===== src/rtl/ifmt_pkg.sv =====
package ifmt_pkg;

    localparam int IFMT_MAX_WIDTH = 60;
    localparam int DIGITS_MAX     = 11;
    localparam int DIG_IDX_W      = $clog2(DIGITS_MAX);

    localparam logic [31:0] RECIP_10    = 32'hCCCC_CCCD;
    localparam int          RECIP_SHIFT = 35;

    localparam logic [7:0] CH_ZERO  = 8'h30;
    localparam logic [7:0] CH_UPPER = 8'h41;
    localparam logic [7:0] CH_MINUS = 8'h2D;
    localparam logic [7:0] CH_SPACE = 8'h20;
    localparam logic [7:0] CH_X     = 8'h78;

    typedef enum logic [1:0] {
        KIND_SDEC = 2'd0,
        KIND_UDEC = 2'd1,
        KIND_HEX  = 2'd2,
        KIND_PTR  = 2'd3
    } kind_t;

    typedef enum logic [1:0] {
        ST_IDLE,
        ST_CONV,
        ST_SETUP,
        ST_EMIT
    } state_t;

    typedef struct packed {
        logic load;
        logic step;
        logic setup;
        logic emit;
    } ifmt_cmd_t;

    typedef struct packed {
        logic conv_done;
        logic count_zero;
        logic emit_last;
        logic out_free;
    } ifmt_sts_t;

    function automatic logic [7:0] digit_char(input logic [3:0] d);
        logic [7:0] c;
        if (d < 4'd10)
        begin
            c = CH_ZERO + {4'd0, d};
        end
        else
        begin
            c = CH_UPPER + {4'd0, d} - 8'd10;
        end
        return c;
    endfunction

endpackage


===== src/rtl/ifmt_ctrl.sv =====
module ifmt_ctrl
    import ifmt_pkg::*;
(
    input  logic      clk,
    input  logic      rst_n,
    input  logic      in_valid,
    output logic      in_ready,
    input  ifmt_sts_t sts,
    output ifmt_cmd_t cmd
);

    state_t state_reg;
    state_t state_next;

    always_ff @(posedge clk or negedge rst_n)
    begin
        if (!rst_n)
        begin
            state_reg <= ST_IDLE;
        end
        else
        begin
            state_reg <= state_next;
        end
    end

    always_comb
    begin
        state_next = state_reg;
        case (state_reg)
            ST_IDLE:
            begin
                if (in_valid)
                begin
                    state_next = ST_CONV;
                end
            end
            ST_CONV:
            begin
                if (sts.conv_done)
                begin
                    state_next = ST_SETUP;
                end
            end
            ST_SETUP:
            begin
                state_next = sts.count_zero ? ST_IDLE : ST_EMIT;
            end
            ST_EMIT:
            begin
                if (sts.out_free && sts.emit_last)
                begin
                    state_next = ST_IDLE;
                end
            end
            default:
            begin
                state_next = ST_IDLE;
            end
        endcase
    end

    always_comb
    begin
        in_ready = 1'b0;
        cmd      = '0;
        case (state_reg)
            ST_IDLE:
            begin
                in_ready = 1'b1;
                cmd.load = in_valid;
            end
            ST_CONV:
            begin
                cmd.step = 1'b1;
            end
            ST_SETUP:
            begin
                cmd.setup = 1'b1;
            end
            ST_EMIT:
            begin
                cmd.emit = sts.out_free;
            end
            default:
            begin
                cmd = '0;
            end
        endcase
    end

endmodule


===== config.mk =====
export PLATFORM = sky130hd
export DESIGN_NAME = ifmt_ctrl
export DESIGN_NICKNAME = d
export VERILOG_FILES = /design/src/rtl/ifmt_pkg.sv /design/src/rtl/ifmt_ctrl.sv
export SDC_FILE = /design/constraint.sdc
export NUM_CORES = 1
export LEC_CHECK = 0
export BUFFER_PORTS_ARGS = -buffer_cell sky130_fd_sc_hd__buf_2
export CAP_MARGIN = 20
export CORE_AREA = 4 4 41 43
export CTS_BUF_LIST = sky130_fd_sc_hd__clkbuf_16
export CTS_CLUSTER_DIAMETER = 60
export CTS_CLUSTER_SIZE = 40
export DETAILED_ROUTE_END_ITERATION = 10
export DIE_AREA = 0 0 45 47
export GPL_TIMING_DRIVEN = 0
export RECOVER_POWER = 50
export SKIP_CTS_REPAIR_TIMING = 1
export SLEW_MARGIN = 0
export SYNTH_ARGS = -nofsm -noshare
export SYNTH_HDL_FRONTEND = slang
export SYNTH_SLANG_ARGS = --single-unit

===== constraint.sdc =====
create_clock -name clk -period 1.65 [get_ports clk]
set_clock_uncertainty 0.15 [all_clocks]
set_input_delay 0.0825 -clock clk [delete_from_list [all_inputs] [get_ports clk]]
set_output_delay 0.0825 -clock clk [all_outputs]
set_load 0.005 [all_outputs]

Word level (Yosys, flattened, before mapping)

Index checks and enable logic that the tools add are counted.

Bits of input ports: 7
Register bits after elaboration: 2
Logic and storage cells: 20
Output and inout port bits: 5

Eq/ne operators: 6
Muxes and demuxes: 10
Reductions and logical operators: 3

Operators by type and width:

| operator             | number |
|---|---|
| $mux W2              | 4 |
| $pmux W2 S4          | 1 |
| $ne A2 B2 Y1 const B | 3 |
| $mux W1              | 5 |
| $eq A2 B2 Y1 const B | 2 |
| $reduce_and A3 Y1    | 1 |
| $eq A2 B1 Y1 const B | 1 |
| $logic_not A2 Y1     | 1 |
| $logic_and A1 B1 Y1  | 1 |

Depth between registers and ports, before layout

Depth after elaboration: 3
Gate-level depth with buffers: 2
Gate-level depth less buffers: 2

Worst setup path after synthesis

No wires, ideal clock.

Path kind: flip-flop to flip-flop
Start: register state_reg[0]
End: register state_reg[0]
Path slack: 0.451 ns
Buffers on the path: 0
Required time: 1.362 ns
Clock period less this slack: 1.199 ns
Arrival: 0.911 ns
Cell stages (with the launch flop): 2
Library setup time: 0.138 ns
Cell sequence: dfrtp_1 > mux4_2

Word-level cells in the longest chain between the ends: 3
Elaborated cells between the ends (all ways): 9
Those cells by class: eq/ne: 6; mux: 1; reduce/logical: 2

Ends and longest elaborated chain:

| element                              | line            | text |
|---|---|---|
| start, declared                      | ifmt_ctrl.sv:12 | `state_t state_reg;` |
| start signal, assigned               | ifmt_ctrl.sv:23 | `state_reg <= state_next;` |
| $eq A2 B2 Y1 (tied with other cells) | ifmt_ctrl.sv:30 | `case (state_reg)` |
| $ne A2 B2 Y1 (no line)               | -               |  |
| $reduce_and A3 Y1 (no line)          | -               |  |

Several ways; a longest one is shown, not always the timed one.
A chain may end at the register's enable or synchronous reset.

==> out/qor.txt <==
outcome - completed
remaining global-route overflow - 0
Worst Path Buf+Inv - 1
initial antenna violation count - 0
crit-path leading delay family - flip-flops
peak supply drop - 0.4203 mV
Post-DRT Antenna Nets - 0
Critical Path RT - 1420 ps
CTS Buf Count - 3
DRT iter0 DRCs - 1
power per cell area - 2125 nW/µm²
Logic pwr share - 0.259
P_leak - 0.1640 nW
register-to-register setup slack - 380 ps
Tcrit/Tclk final - 0.7770
max-cap violation count - 0
Hold Violations, Final - 0
setup violators final - 0
nets - 39
RSZ-0062 raised after global routing - no
Die Ht - 47 µm
die width - 45 µm
register area share after synthesis - 0.3361
post-layout min period - 1282 ps
Cell Area, Placed - 222.7 µm²
Worst Setup SP - state_reg[0]
yosys warns - 0
Buffers on Ports - 11
NetSw - 0.1543 mW
R2R Path Start - state_reg[0]
Worst Setup EP - cmd[3]
DRC violations left - 0
kind of end point of the critical path - output port
crit path kind - reg -> out
post-route setup TNS - 0 ps
Clock Path Buffers - 2
CTS root buf - clkbuf_16
Std-Cell Rows - 13
CP cell instances - nor2_1 > and2_1 > buf_2
RD Place Congestion - 0.6860
clk slew on worst S/H paths - 30 ps
leading area contributor after synthesis - dfrtp_1
syn_nets - 22
Ports - 12
max reg flops - 2
ant diodes - 0
worst reg2reg path endpoint - state_reg[0]
Slew @ Worst Pin - 247.3 ps
Clock power frac - 0.554
Crit path largest cell delay - 450 ps
Crit. path cell count - 3
Synth Register Bits - 2
die area - 2115 µm²
fmax - 780.0 MHz
total track usage - 0.05063
Rel. slew slack - 0.8351
# clock sinks - 2
Core ar. - 1301 µm²
FF-to-FF path depth - 1
post-route cell area - 306.5 µm²
syn_area_per_cell - 9.926 µm²
Max FO, Critical Path - 8
Synth top area share - 0.3361
largest net degree at the start of global routing - 9
sequential fraction of design power - 0.187
mapped cell area - 148.9 µm²
cell internal pwr - 0.4972 mW
Area Growth Syn to Fin - 105.9%
Post-Synthesis Cells - 15
synth unique cells - 13
Via Count - 171
vias per cell - 3.800
Avg WL per Cell - 10.33 µm
clk_lat worst skew - 220 ps
htree depth - 1
initial core utilization - 0.1144
vias in the first global route - 178
detailed placer's ending HPWL - 304.6 µm
Hold Path Class - in -> async
largest cells by area after synthesis - dfrtp_1, mux4_2, a211o_1
CTS tree - built
DR pass1 iterations - 2
Max Slew Vio Count - 0
Worst EP arrival - 1050 ps
first-pass GRT wire length - 655 µm
final wirelength - 465 µm
share of cells above drive strength 1 - 0.5667
Slowest-stage cell, CP - dfrtp_1
Layout Utilization - 0.2356
CP Launch Type - register
switching share of power - 0.2368
==> layer usage <==
layer  up-vias  wire [µm]  GRT usage  share of wire
li1         82          -          -              -
met1        82        164    0.03196           0.35
met2         7        271    0.08757           0.58
met3         0         30    0.02682          0.065
met4         0          0    0.07018              0
met5         -          0          0              0
==> area by class of cell <==
class / count / area (µm²)
Clock buffer: 3 / 75.07
Fill cell: 143 / 994.7
Inverter: 2 / 7.507
Tap cell: 15 / 18.77
Timing Repair Buffer: 12 / 63.81
Sequential cell: 2 / 50.05
Multi-Input combinational cell: 11 / 91.34
==> synthesized netlist by cell type (all sizes together) <==
library cell / instances
and3: 1
and2b: 1
a211o: 1
dfrtp: 2
nor2b: 1
nor3b: 1
and2: 2
and3b: 1
nand2: 1
inv: 2
mux4: 1
nor2: 1
==> layout by cell type, fill, tap and decap left out, drive strengths merged <==
| cell | netlist | final |
|---|---|---|
| a211o | 1 | 1 |
| and2 | 2 | 2 |
| and2b | 1 | 1 |
| and3 | 1 | 1 |
| and3b | 1 | 1 |
| buf | 0 | 8 |
| clkbuf | 0 | 6 |
| dfrtp | 2 | 2 |
| dlygate4sd3 | 0 | 1 |
| inv | 2 | 2 |
| mux4 | 1 | 1 |
| nand2 | 1 | 1 |
| nor2 | 1 | 1 |
| nor2b | 1 | 1 |
| nor3b | 1 | 1 |
==> cell families after synthesis <==
kind of cell | Yosys count | share of synthesized area
mux | 1 | 0.1512
simple gates | 9 | 0.4034
flops | 2 | 0.3361
compound gates | 1 | 0.05883
buf+inv | 2 | 0.05044
==> power groups by stage <==
stage	clock network [mW]	registers, mW	logic (mW)
2_1_floorplan	0	0.107	0.109
3_3_place_gp	0	0.119	0.166
3_5_place_dp	0	0.122	0.170
4_1_cts	0.366	0.125	0.170
5_1_grt	0.371	0.132	0.179
6_report	0.361	0.122	0.169
==> how the worst min path moves through the flow <==
stage,end,from,slack [ps]
final,state_reg[0],rst_n,40
after CTS,state_reg[0],rst_n,-510
after floorplan,state_reg[0],rst_n,-360
after global routing,state_reg[0],in_valid,60
after global placement,state_reg[0],rst_n,-280
after detailed placement,state_reg[0],rst_n,-280
==> per-stage QoR <==
stage | power (mW) | instances | hold WS, ps | worst slack [ps]
floorplan | 0.2156 | 15 | -363.1 | 451.2
global placement | 0.2845 | 41 | -281.8 | 396.4
detailed placement | 0.2917 | 41 | -281.0 | 365.9
CTS | 0.6618 | 44 | -508.1 | 342.2
global route | 0.6828 | 45 | 62.06 | 293.6
finish | 0.6514 | 45 | 37.08 | 367.9
(Power assumes the default switching activity.)
